## src/dbd_pkg.sv

```systemverilog
// Shared constants and register codes of the detector box decoder.
`default_nettype none
package dbd_pkg;

  localparam int MAX_CLASSES = 80;
  localparam int CNT_W       = $clog2(MAX_CLASSES + 1);

  localparam int RAW_W   = 8;
  localparam int SCALE_W = 24;
  localparam int THR_W   = 7;
  localparam int SIZE_W  = 11;
  localparam int SCORE_W = 8;
  localparam int CLS_W   = 7;
  localparam int PIX_W   = 16;
  localparam int FRAC_W  = 16;

  localparam int OPA_W  = 12;
  localparam int PROD_W = OPA_W + SCALE_W + 1;
  localparam int INT_W  = PROD_W - FRAC_W;
  localparam int WH_W   = 18;

  localparam int IN_DATA_W  = 40;
  localparam int OUT_DATA_W = 80;
  localparam int CFG_IDX_W  = 3;

  typedef enum logic [CFG_IDX_W-1:0] {
    REG_SCORE_THRESHOLD  = 3'd0,
    REG_SCORE_SCALE      = 3'd1,
    REG_SCORE_ZERO_POINT = 3'd2,
    REG_BOX_SCALE        = 3'd3,
    REG_BOX_ZERO_POINT   = 3'd4,
    REG_MODEL_SIZE       = 3'd5,
    REG_HORIZ_SCALE      = 3'd6,
    REG_VERT_SCALE       = 3'd7
  } cfg_reg_t;

  localparam logic MODE_SCORE = 1'b0;
  localparam logic MODE_BOX   = 1'b1;

endpackage
`default_nettype wire

```

## src/detector_box_decode.sv

```systemverilog
// Detector box decoder: int8 score and box items in, one decoded box result out.
// A box arrives as class-score items (tuser 0) closed by one box item (tuser 1).
// All scaling runs through one shared 12x24 multiplier with a registered
// product, stepped by a small sequencer. For a score item the accept cycle
// multiplies and the next compares against the running best; a score item
// past the class limit is dropped in its accept cycle. A box item with no
// winning class is finished in its accept cycle; one with a winner takes
// eight multiplier passes plus truncate, clip and hand-off steps, and waits
// in the hand-off step while the previous result has not yet been taken.
// Score items are taken while a result waits at the output.
`default_nettype none
module detector_box_decode (
  input  wire logic                             clk,
  input  wire logic                             rst_n,
  // cfg: register index per the register list, narrow registers take the low data bits
  input  wire logic                             cfg_we,
  input  wire logic [dbd_pkg::CFG_IDX_W-1:0]    cfg_index,
  input  wire logic [dbd_pkg::SCALE_W-1:0]      cfg_data,
  // tdata: class_score[7:0], left_raw[15:8], top_raw[23:16],
  //        right_raw[31:24], bottom_raw[39:32]
  input  wire logic                             in_tvalid,
  output logic                                  in_tready,
  input  wire logic [dbd_pkg::IN_DATA_W-1:0]    in_tdata,
  // tuser: mode[0]
  input  wire logic                             in_tuser,
  output logic                                  out_tvalid,
  input  wire logic                             out_tready,
  // tdata: best_score_out[7:0], class_index[14:8], center_x[30:15],
  //        center_y[46:31], box_width[62:47], box_height[78:63], zero[79]
  output logic [dbd_pkg::OUT_DATA_W-1:0]        out_tdata
);

  typedef enum logic [3:0] {
    ST_IDLE, ST_SCORE,
    ST_TLX, ST_W, ST_TLY, ST_H, ST_HT, ST_CY,
    ST_SCX, ST_SCY, ST_SW, ST_SH, ST_SHR, ST_EMIT
  } state_t;

  // configuration
  logic [dbd_pkg::THR_W-1:0]          thr_r;
  logic [dbd_pkg::SCALE_W-1:0]        sscale_r;
  logic signed [dbd_pkg::RAW_W-1:0]   szp_r;
  logic [dbd_pkg::SCALE_W-1:0]        bscale_r;
  logic signed [dbd_pkg::RAW_W-1:0]   bzp_r;
  logic [dbd_pkg::SIZE_W-1:0]         msize_r;
  logic [dbd_pkg::SCALE_W-1:0]        hscale_r;
  logic [dbd_pkg::SCALE_W-1:0]        vscale_r;

  always_ff @(posedge clk) begin
    if (!rst_n) begin
      thr_r    <= dbd_pkg::THR_W'(50);
      sscale_r <= dbd_pkg::SCALE_W'(65536);
      szp_r    <= '0;
      bscale_r <= dbd_pkg::SCALE_W'(65536);
      bzp_r    <= '0;
      msize_r  <= dbd_pkg::SIZE_W'(256);
      hscale_r <= dbd_pkg::SCALE_W'(65536);
      vscale_r <= dbd_pkg::SCALE_W'(65536);
    end else if (cfg_we) begin
      case (dbd_pkg::cfg_reg_t'(cfg_index))
        dbd_pkg::REG_SCORE_THRESHOLD:  thr_r    <= cfg_data[dbd_pkg::THR_W-1:0];
        dbd_pkg::REG_SCORE_SCALE:      sscale_r <= cfg_data;
        dbd_pkg::REG_SCORE_ZERO_POINT: szp_r    <= cfg_data[dbd_pkg::RAW_W-1:0];
        dbd_pkg::REG_BOX_SCALE:        bscale_r <= cfg_data;
        dbd_pkg::REG_BOX_ZERO_POINT:   bzp_r    <= cfg_data[dbd_pkg::RAW_W-1:0];
        dbd_pkg::REG_MODEL_SIZE:       msize_r  <= cfg_data[dbd_pkg::SIZE_W-1:0];
        dbd_pkg::REG_HORIZ_SCALE:      hscale_r <= cfg_data;
        dbd_pkg::REG_VERT_SCALE:       vscale_r <= cfg_data;
        default: ;
      endcase
    end
  end

  state_t state_r;

  logic [dbd_pkg::SCORE_W-1:0]  best_r;
  logic [dbd_pkg::CLS_W-1:0]    cls_r;
  logic                         found_r;
  logic [dbd_pkg::CNT_W-1:0]    cnt_r;

  logic signed [dbd_pkg::RAW_W-1:0] l_r, t_r, rr_r, b_r;
  logic signed [dbd_pkg::PROD_W-1:0] prod_r, tlx_r, tly_r;
  logic signed [dbd_pkg::WH_W-1:0]   w_r, h_r;
  logic [dbd_pkg::SIZE_W-1:0]        cxc_r, cyc_r, wc_r, hc_r;
  logic [dbd_pkg::PIX_W-1:0]         res_cx_r, res_cy_r, res_w_r, res_h_r;

  logic                              out_valid_r;
  logic [dbd_pkg::OUT_DATA_W-1:0]    out_data_r;

  logic in_fire;
  assign in_tready = (state_r == ST_IDLE);
  assign in_fire   = in_tvalid && in_tready;
  assign out_tvalid = out_valid_r;
  assign out_tdata  = out_data_r;

  logic signed [dbd_pkg::RAW_W-1:0] in_score;
  assign in_score = in_tdata[7:0];

  // shared multiplier operands
  logic signed [dbd_pkg::RAW_W:0]    diff;
  logic signed [dbd_pkg::OPA_W-1:0]  mul_a;
  logic [dbd_pkg::SCALE_W-1:0]       mul_b;
  logic signed [dbd_pkg::PROD_W-1:0] product;

  always_comb begin
    diff  = '0;
    mul_a = '0;
    mul_b = bscale_r;
    case (state_r)
      ST_IDLE: begin
        diff  = {in_score[dbd_pkg::RAW_W-1], in_score} - {szp_r[dbd_pkg::RAW_W-1], szp_r};
        mul_a = {{(dbd_pkg::OPA_W-dbd_pkg::RAW_W-1){diff[dbd_pkg::RAW_W]}}, diff};
        mul_b = sscale_r;
      end
      ST_TLX: begin
        diff  = {l_r[dbd_pkg::RAW_W-1], l_r} - {bzp_r[dbd_pkg::RAW_W-1], bzp_r};
        mul_a = {{(dbd_pkg::OPA_W-dbd_pkg::RAW_W-1){diff[dbd_pkg::RAW_W]}}, diff};
      end
      ST_W: begin
        diff  = {rr_r[dbd_pkg::RAW_W-1], rr_r} - {l_r[dbd_pkg::RAW_W-1], l_r};
        mul_a = {{(dbd_pkg::OPA_W-dbd_pkg::RAW_W-1){diff[dbd_pkg::RAW_W]}}, diff};
      end
      ST_TLY: begin
        diff  = {t_r[dbd_pkg::RAW_W-1], t_r} - {bzp_r[dbd_pkg::RAW_W-1], bzp_r};
        mul_a = {{(dbd_pkg::OPA_W-dbd_pkg::RAW_W-1){diff[dbd_pkg::RAW_W]}}, diff};
      end
      ST_H: begin
        diff  = {b_r[dbd_pkg::RAW_W-1], b_r} - {t_r[dbd_pkg::RAW_W-1], t_r};
        mul_a = {{(dbd_pkg::OPA_W-dbd_pkg::RAW_W-1){diff[dbd_pkg::RAW_W]}}, diff};
      end
      ST_SCX: begin
        mul_a = {1'b0, cxc_r};
        mul_b = hscale_r;
      end
      ST_SCY: begin
        mul_a = {1'b0, cyc_r};
        mul_b = vscale_r;
      end
      ST_SW: begin
        mul_a = {1'b0, wc_r};
        mul_b = hscale_r;
      end
      ST_SH: begin
        mul_a = {1'b0, hc_r};
        mul_b = vscale_r;
      end
      default: ;
    endcase
    product = mul_a * $signed({1'b0, mul_b});
  end

  // score from the registered product: truncate, saturate to 0..255
  logic [dbd_pkg::SCORE_W-1:0] score;
  logic [dbd_pkg::SCORE_W-1:0] best_base;
  always_comb begin
    if (prod_r[dbd_pkg::PROD_W-1])
      score = '0;
    else if (|prod_r[dbd_pkg::PROD_W-2:dbd_pkg::FRAC_W+dbd_pkg::SCORE_W])
      score = '1;
    else
      score = prod_r[dbd_pkg::FRAC_W+dbd_pkg::SCORE_W-1:dbd_pkg::FRAC_W];
    best_base = (cnt_r == '0) ? {1'b0, thr_r} : best_r;
  end

  // truncate a Q.16 product toward zero
  logic signed [dbd_pkg::PROD_W-1:0] trunc_sum;
  logic signed [dbd_pkg::INT_W-1:0]  trunc_int;
  always_comb begin
    trunc_sum = prod_r + (prod_r[dbd_pkg::PROD_W-1] ?
                dbd_pkg::PROD_W'(16'hFFFF) : '0);
    trunc_int = trunc_sum[dbd_pkg::PROD_W-1:dbd_pkg::FRAC_W];
  end

  // center: top-left plus the floor-halved extent in whole pixels
  logic signed [dbd_pkg::WH_W-1:0]   half;
  logic signed [dbd_pkg::PROD_W-1:0] base_q;
  logic signed [dbd_pkg::PROD_W-1:0] ctr_sum;
  always_comb begin
    half    = (state_r == ST_H) ? (w_r >>> 1) : (h_r >>> 1);
    base_q  = (state_r == ST_H) ? tlx_r : tly_r;
    ctr_sum = base_q + {{(dbd_pkg::INT_W-dbd_pkg::WH_W){half[dbd_pkg::WH_W-1]}}, half,
                        16'h0000};
  end

  function automatic logic [dbd_pkg::SIZE_W-1:0] clip_int(
    input logic signed [dbd_pkg::INT_W-1:0] v,
    input logic [dbd_pkg::SIZE_W-1:0]       lim
  );
    logic [dbd_pkg::SIZE_W-1:0] res;
    if (v[dbd_pkg::INT_W-1])
      res = '0;
    else if (v > $signed({{(dbd_pkg::INT_W-dbd_pkg::SIZE_W){1'b0}}, lim}))
      res = lim;
    else
      res = v[dbd_pkg::SIZE_W-1:0];
    return res;
  endfunction

  logic [dbd_pkg::SIZE_W-1:0] ctr_clip, ext_clip;
  logic signed [dbd_pkg::WH_W-1:0] ext_sel;
  always_comb begin
    ext_sel  = (state_r == ST_H) ? w_r : h_r;
    ctr_clip = clip_int(ctr_sum[dbd_pkg::PROD_W-1:dbd_pkg::FRAC_W], msize_r);
    ext_clip = clip_int({{(dbd_pkg::INT_W-dbd_pkg::WH_W){ext_sel[dbd_pkg::WH_W-1]}}, ext_sel},
                        msize_r);
  end

  // scaled pixel value, saturated to 16 bits
  logic [dbd_pkg::PIX_W-1:0] pix;
  always_comb begin
    if (|prod_r[dbd_pkg::PROD_W-1:dbd_pkg::FRAC_W+dbd_pkg::PIX_W])
      pix = '1;
    else
      pix = prod_r[dbd_pkg::FRAC_W+dbd_pkg::PIX_W-1:dbd_pkg::FRAC_W];
  end

  always_ff @(posedge clk) begin
    prod_r <= product;
    if (!rst_n) begin
      state_r     <= ST_IDLE;
      best_r      <= '0;
      cls_r       <= '0;
      found_r     <= 1'b0;
      cnt_r       <= '0;
      out_valid_r <= 1'b0;
    end else begin
      if (out_tready && state_r != ST_EMIT)
        out_valid_r <= 1'b0;
      case (state_r)
        ST_IDLE: begin
          if (in_fire) begin
            if (in_tuser == dbd_pkg::MODE_SCORE) begin
              if (cnt_r < dbd_pkg::CNT_W'(dbd_pkg::MAX_CLASSES))
                state_r <= ST_SCORE;
            end else if (found_r) begin
              l_r     <= in_tdata[15:8];
              t_r     <= in_tdata[23:16];
              rr_r    <= in_tdata[31:24];
              b_r     <= in_tdata[39:32];
              state_r <= ST_TLX;
            end else begin
              cls_r   <= '0;
              cnt_r   <= '0;
            end
          end
        end
        ST_SCORE: begin
          if (score > best_base) begin
            best_r  <= score;
            cls_r   <= cnt_r[dbd_pkg::CLS_W-1:0];
            found_r <= 1'b1;
          end else begin
            best_r  <= best_base;
          end
          cnt_r   <= cnt_r + dbd_pkg::CNT_W'(1);
          state_r <= ST_IDLE;
        end
        ST_TLX: state_r <= ST_W;
        ST_W: begin
          tlx_r   <= prod_r;
          state_r <= ST_TLY;
        end
        ST_TLY: begin
          w_r     <= trunc_int[dbd_pkg::WH_W-1:0];
          state_r <= ST_H;
        end
        ST_H: begin
          tly_r   <= prod_r;
          cxc_r   <= ctr_clip;
          wc_r    <= ext_clip;
          state_r <= ST_HT;
        end
        ST_HT: begin
          h_r     <= trunc_int[dbd_pkg::WH_W-1:0];
          state_r <= ST_CY;
        end
        ST_CY: begin
          cyc_r   <= ctr_clip;
          hc_r    <= ext_clip;
          state_r <= ST_SCX;
        end
        ST_SCX: state_r <= ST_SCY;
        ST_SCY: begin
          res_cx_r <= pix;
          state_r  <= ST_SW;
        end
        ST_SW: begin
          res_cy_r <= pix;
          state_r  <= ST_SH;
        end
        ST_SH: begin
          res_w_r <= pix;
          state_r <= ST_SHR;
        end
        ST_SHR: begin
          res_h_r <= pix;
          state_r <= ST_EMIT;
        end
        ST_EMIT: begin
          if (!out_valid_r || out_tready) begin
            out_valid_r <= 1'b1;
            out_data_r  <= {1'b0, res_h_r, res_w_r, res_cy_r, res_cx_r, cls_r, best_r};
            cls_r       <= '0;
            found_r     <= 1'b0;
            cnt_r       <= '0;
            state_r     <= ST_IDLE;
          end
        end
        default: state_r <= ST_IDLE;
      endcase
      if (state_r == ST_IDLE && in_fire && in_tuser == dbd_pkg::MODE_BOX && !found_r)
        found_r <= 1'b0;
    end
  end

endmodule
`default_nettype wire
```

## config.mk

```make
export PLATFORM = sky130hd
export DESIGN_NAME = detector_box_decode
export DESIGN_NICKNAME = d
export VERILOG_FILES = /design/src/dbd_pkg.sv /design/src/detector_box_decode.sv
export SDC_FILE = /design/constraint.sdc
export NUM_CORES = 2
export LEC_CHECK = 0
export BUFFER_PORTS_ARGS = -buffer_cell sky130_fd_sc_hd__buf_2
export CORE_MARGIN = 3
export CORE_UTILIZATION = 45
export DETAILED_ROUTE_END_ITERATION = 12
export GPL_TIMING_DRIVEN = 0
export PLACE_DENSITY_LB_ADDON = 0.15
export SLEW_MARGIN = 20
export SYNTH_ARGS = -nofsm -noshare
export SYNTH_HDL_FRONTEND = slang
export SYNTH_SLANG_ARGS = --single-unit
export TNS_END_PERCENT = 50
```

## constraint.sdc

```tcl
create_clock -name clk -period 8.7 [get_ports clk]
set_input_delay 0 -clock clk [delete_from_list [all_inputs] [get_ports clk]]
set_output_delay 0 -clock clk [all_outputs]
set_load 0.01 [all_outputs]
```

# Word-level counts from Yosys, hierarchy flattened
# Cells that the tools add are included.
dict set report totals {
  ff_bits 524
  out_inout_bits 82
  wordCells 149
}
dict set report op_classes {
  addsub 8
  mul 1
  order_cmp 4
  eq_ne 28
  mux 34
  bitwise_logic 1
  n_reduce_logical 41
}
# operator n
set ops {}
lappend ops {{case mux 12 bit (9 select lines)} 1}
lappend ops {{case mux 24 bit (3 select lines)} 1}
lappend ops {{case mux 4 bit (13 select lines)} 1}
lappend ops {{subtractor 8 x 8 -> 9 bit} 5}
lappend ops {{2-to-1 mux 11 bit} 4}
lappend ops {{case mux 7 bit (3 select lines)} 2}
lappend ops {{adder 37 bit} 1}
lappend ops {{multiplier 12 x 25 -> 37 bit} 1}
lappend ops {{2-to-1 mux 37 bit} 1}
lappend ops {{2-to-1 mux 18 bit} 2}
lappend ops {{2-to-1 mux 7 bit} 5}
lappend ops {{adder 34 x 16 -> 34 bit} 1}
lappend ops {{AND reduction 2 bit} 17}
lappend ops {{2-to-1 mux 16 bit} 2}
lappend ops {{2-to-1 mux 8 bit} 4}
lappend ops {{== test 4 bit, second input constant} 6}
lappend ops {{greater-than comparator 21 x 12 -> 1 bit} 1}
lappend ops {{2-to-1 mux 4 bit} 5}
lappend ops {{greater-than comparator 18 x 12 -> 1 bit} 1}
lappend ops {{== test 4 x 3 -> 1 bit, second input constant} 4}
lappend ops {{== test 3 bit, second input constant} 4}
lappend ops {{OR reduction 12 bit} 1}
lappend ops {{AND reduction 5 bit} 2}
lappend ops {{== test 4 x 2 -> 1 bit, second input constant} 2}
lappend ops {{27 further kinds} 43}

# Depth between registers and ports, before layout
dict set report depth {
  word_depth 6
  ltp_mapped 34
  ltp_nobuf 32
}

# Worst setup path before layout
# OpenSTA, ideal clock, no wires.
dict set report synth_timing {
  path_type {register -> register}
  from {reg szp_r[0] (netlist bit)}
  to {reg prod_r[35] (netlist bit)}
  t_arrival_ps 7560
  slack_ps 1077
  path_stages_with_launch 30
  n_path_buf 2
  synth_period_minus_slack_ps 7623
  cell_sequence {dfxtp_1 > ha_1 > fa_1 > nor2b_1 > o31a_1 > o21ai_0 > a21boi_0 > a2bb2oi_1 > o22ai_1 > nor4_1 > buf_2 > buf_1 > nor2_1 > fa_1 > fa_1 > fa_1 > fa_1 > inv_1 > fa_1 > inv_1 > ha_1 > a211oi_1 > nand2_1 > a221oi_1 > nand3_1 > o21ai_1 > o22ai_1 > o41ai_1 > or4b_1 > nand4_1}
}
dict set report synth_between {
  elab_chain_cells 3
}
# item line
set synth_rtl {}
lappend synth_rtl {{start: declaration} detector_box_decode.sv:42} ;# logic signed [dbd_pkg::RAW_W-1:0] szp_r;
lappend synth_rtl {{start signal: assignment} detector_box_decode.sv:63} ;# dbd_pkg::REG_SCORE_ZERO_POINT: szp_r <= cfg_data[dbd_pkg::RAW_W-1:0];
lappend synth_rtl {{subtractor 8 x 8 -> 9 bit} detector_box_decode.sv:111} ;# diff = {in_score[dbd_pkg::RAW_W-1], in_score} - {szp_r[dbd_pkg::RAW_W-1], szp_r};
lappend synth_rtl {{case mux 12 bit (9 select lines)} detector_box_decode.sv:109} ;# case (state_r)
lappend synth_rtl {{multiplier 12 x 25 -> 37 bit} detector_box_decode.sv:149} ;# product = mul_a * $signed({1'b0, mul_b});
lappend synth_rtl {{via product, one bit} detector_box_decode.sv:103} ;# logic signed [dbd_pkg::PROD_W-1:0] product;
lappend synth_rtl {{end signal: assignment} detector_box_decode.sv:218} ;# prod_r <= product;
lappend synth_rtl {{end: declaration} detector_box_decode.sv:82} ;# logic signed [dbd_pkg::PROD_W-1:0] prod_r, tlx_r, tly_r;
# The timed path passes the listed nets, and every way through them passes these cells.
# A chain may end at the register's enable or synchronous reset.

# Worst setup path in the final report
dict set report layout_timing {
  from {reg l_r[0] (netlist bit)}
  to {reg prod_r[35] (netlist bit)}
}
dict set report layout_between {
  elab_chain_cells 3
  word_cells_on_any_way 4
  classes_between {add/sub (2); mul (1); mux (1)}
}
# item line
set layout_rtl {}
lappend layout_rtl {{start: declaration} detector_box_decode.sv:81} ;# logic signed [dbd_pkg::RAW_W-1:0] l_r, t_r, rr_r, b_r;
lappend layout_rtl {{start signal: assignment} detector_box_decode.sv:236} ;# l_r <= in_tdata[15:8];
lappend layout_rtl {{subtractor 8 x 8 -> 9 bit (on tied branches)} {detector_box_decode.sv:120, detector_box_decode.sv:116}}
lappend layout_rtl {{case mux 12 bit (9 select lines) *} detector_box_decode.sv:109}
lappend layout_rtl {{multiplier 12 x 25 -> 37 bit *} detector_box_decode.sv:149}
lappend layout_rtl {{via product, one bit} detector_box_decode.sv:103}
# The timed path passes the listed nets; every way through them passes the cells marked *.

==> results.cfg <==
[synth]
synth.cells.most_frequent = nand2_1 (628), inv_1 (351), edfxtp_1 (297), fa_1 (227), ha_1 (205)
synth.largest_area_cell = edfxtp_1
synth-edff-count = 297
synth-main-ff-cell = edfxtp_1
netlist_instances = 3147
yosys.area.top_type_share = 0.283
synth_warnings = 0
syn_area_mm2 = 0.0315
ys_types = 83
synth_fp_nets = 3652
async_reset_ff_frac = 0
yosysSeqAreaShare = 0.407
ys_top_cells_by_area = edfxtp_1 (28%), fa_1 (14%), dfxtp_1 (12%)
synth_most_common_cell = nand2_1
syn_area_per_cell_um2 = 10.0
ys_seq_elements = 492

[timing]
worst_pin_slew_ps = 1120
final-setup-viol-count = 0
hold_viol = 0
maxSlewViolCount = 0
slew-limit-headroom = 0.245
fin_worst_skew_ps = 32.7
tns_ps = 0
max_freq_ghz = 0.118
fin_crit_sh = 0.972
post-route-min-period_ps = 8460
setup_ws_ps = 244
whs_ps = 35.0

[critical_path]
arrival_ps = 8980
startpoint_type = flop
slowest_delay_ps = 800
worstSetupPathType = reg -> reg
endpoint_kind = flop
cp_common_cell = fa_1
cp_max_fo = 10
rrSetupSlack_ps = 240
slowest_stage = or4_1
critical_path_required_ps = 9230

[floorplanning]
dieArea_mm2 = 0.0732
ios = 155
fp.dieH_um = 270
placementRows = 96
core_mm2 = 0.0689
start_util = 0.457
die_w_um = 270

[global_route]
grt_pass1_vias = 24200
antenna_found_initial = 5
grt_pass1_wl_mm = 141
grt.met3_usage = 0.0420
busiest_layer = met2
gr-usage-met1 = 0.327
grt_use_met2 = 0.419
track_usage = 0.250
grt_start_max_net_pins = 43
grt.overflow.total = 0

[placement]
pre_cts_ws_ps = -839
gp_congestion = 0.906
io_buffers = 143
hpwl_mm = 71.5

[detailed_routing]
wirelength_mm = 92.1
drtIter0Drc = 1644
wl_per_cell_um = 21.0
drc = 0
post_drt_via_cell_ratio = 5.40
num_vias = 23700
final_antenna_net_count = 0
dr.pass1.iters = 5

[layout]
diodes = 0
n_fill_cell = 6288
drive_gt1_frac = 0.105
areaGrowthSynthToFinish_pct = 15.0
layout.nets = 3928

[hold_path]
min_path_type = in -> reg

[cts]
root_buffer = clkbuf_16
clk_latency_ps = 620
clkTransAtPathRegs_ps = 60
cts-htree-levels = 2
cts_sinks = 492
clockBufferDepth = 3
cts_tree = done
cts_buffers = 52

[run_status]
status = complete, no violations

[power]
p_per_area_mw_per_mm2 = 203
irDropWorstVdd_v = 0.000159
p_leak_nw = 14.7
finalPower_w = 0.00737

[run]
maxCapViolCount = 0
==> cell type report <==
class                           instances  area [µm²]  share of cell area
Clock inverter                         34         363              0.0100
Sequential cell                       492       12800               0.354
Clock buffer                           62        1390              0.0384
Buffer                                133         612              0.0169
Tap cell                              931        1160              0.0322
Timing Repair Buffer                  226        1550              0.0428
Inverter                              351        1320              0.0365
Multi-Input combinational cell       2167       17000               0.469
==> per-layer routing <==
metal  vias up  part of all wire
li1      11100                 -
met1     11600              0.42
met2       812              0.48
met3       186             0.065
met4         4             0.037
met5         -           0.00033
==> cells by family after synthesis <==
logic type | synth area share
AO/OA/AOI/OAI | 0.116
XOR/XNOR | 0.0225
adder cells (fa/ha/maj) | 0.226
buffers and inverters | 0.0593
flip-flops | 0.407
multiplexers | 0.0205
other | 0.000119
AND/OR/NAND/NOR | 0.149
==> final timing paths <==
path / from / endpoint / cells past startpoint
worst max-delay path: l_r[0] / prod_r[35] / 29
worst min-delay path: cfg_index[1] / hscale_r[2] / 5
worst max register to register: l_r[0] / prod_r[35] / 29
worst min register to register: res_cy_r[4] / out_tdata[35] / 0
==> cells in the final DEF, fill, tap and decap left out, types with 20 or more instances in the layout <==
cell type and n:
buf_2 154, a21o_1 36, clkbuf_16 53, xor2_1 23, mux2i_1 43, ha_1 201
fa_1 226, nand2b_1 32, edfxtp_1 297, nor3_1 23, nor2b_1 34, a21oi_1 90
dlygate4sd3_1 66, clkbuf_2 32, a221o_1 20, nand3_1 51, dfxtp_1 195, or3_1 20
nand2_1 625, o21ai_0 65, xnor2_1 58, o21a_1 21, clkbuf_1 83, and2_1 51
nor2_1 154, a21boi_0 133, inv_1 350
==> power by group <==
part	switching [W]	internal (W)
clock network	0.000946	0.00130
registers	0.000143	0.00264
logic	0.00147	0.000868
total	0.00256	0.00480
==> state kept, by name, indices dropped and copies added (netlist names), 16 cells and up <==
name and count:
res_cx_r 16, out_tdata 79, sscale_r 24, tlx_r 21, res_w_r 16, tly_r 21, res_cy_r 16, vscale_r 24
prod_r 37, h_r 18, bscale_r 24, res_h_r 16, w_r 18, hscale_r 24
==> per-stage QoR <==
step	utilization	instances	cell area [µm²]
5_1_grt	0.525	4396	36200
6_report	0.525	4396	36200
2_1_floorplan	-	3147	31500
3_5_place_dp	0.486	4229	33500
3_3_place_gp	0.484	4221	33400
4_1_cts	0.522	4394	36000
==> critical path: cells and delay by family (launching register included) <==
family	cells	cell delay, ps
and+or+nand+nor	7	2190
buffers and inverters	5	580
adders and majority gates	8	3310
DFF	1	420
AOI/OAI and AO/OA	9	1880
==> timing repair <==
action / 4_1_cts / 5_1_grt
resized for setup: 28 / 92
hold buffers: 66 / 0
setup buffers: 3 / 5
pin swaps: 1 / 9
cloned: 0 / 1
endpoints found under the setup margin: 12 / 9
endpoints found under the hold margin: 172 / 0
Note: power is estimated with default switching activity, not from simulation.
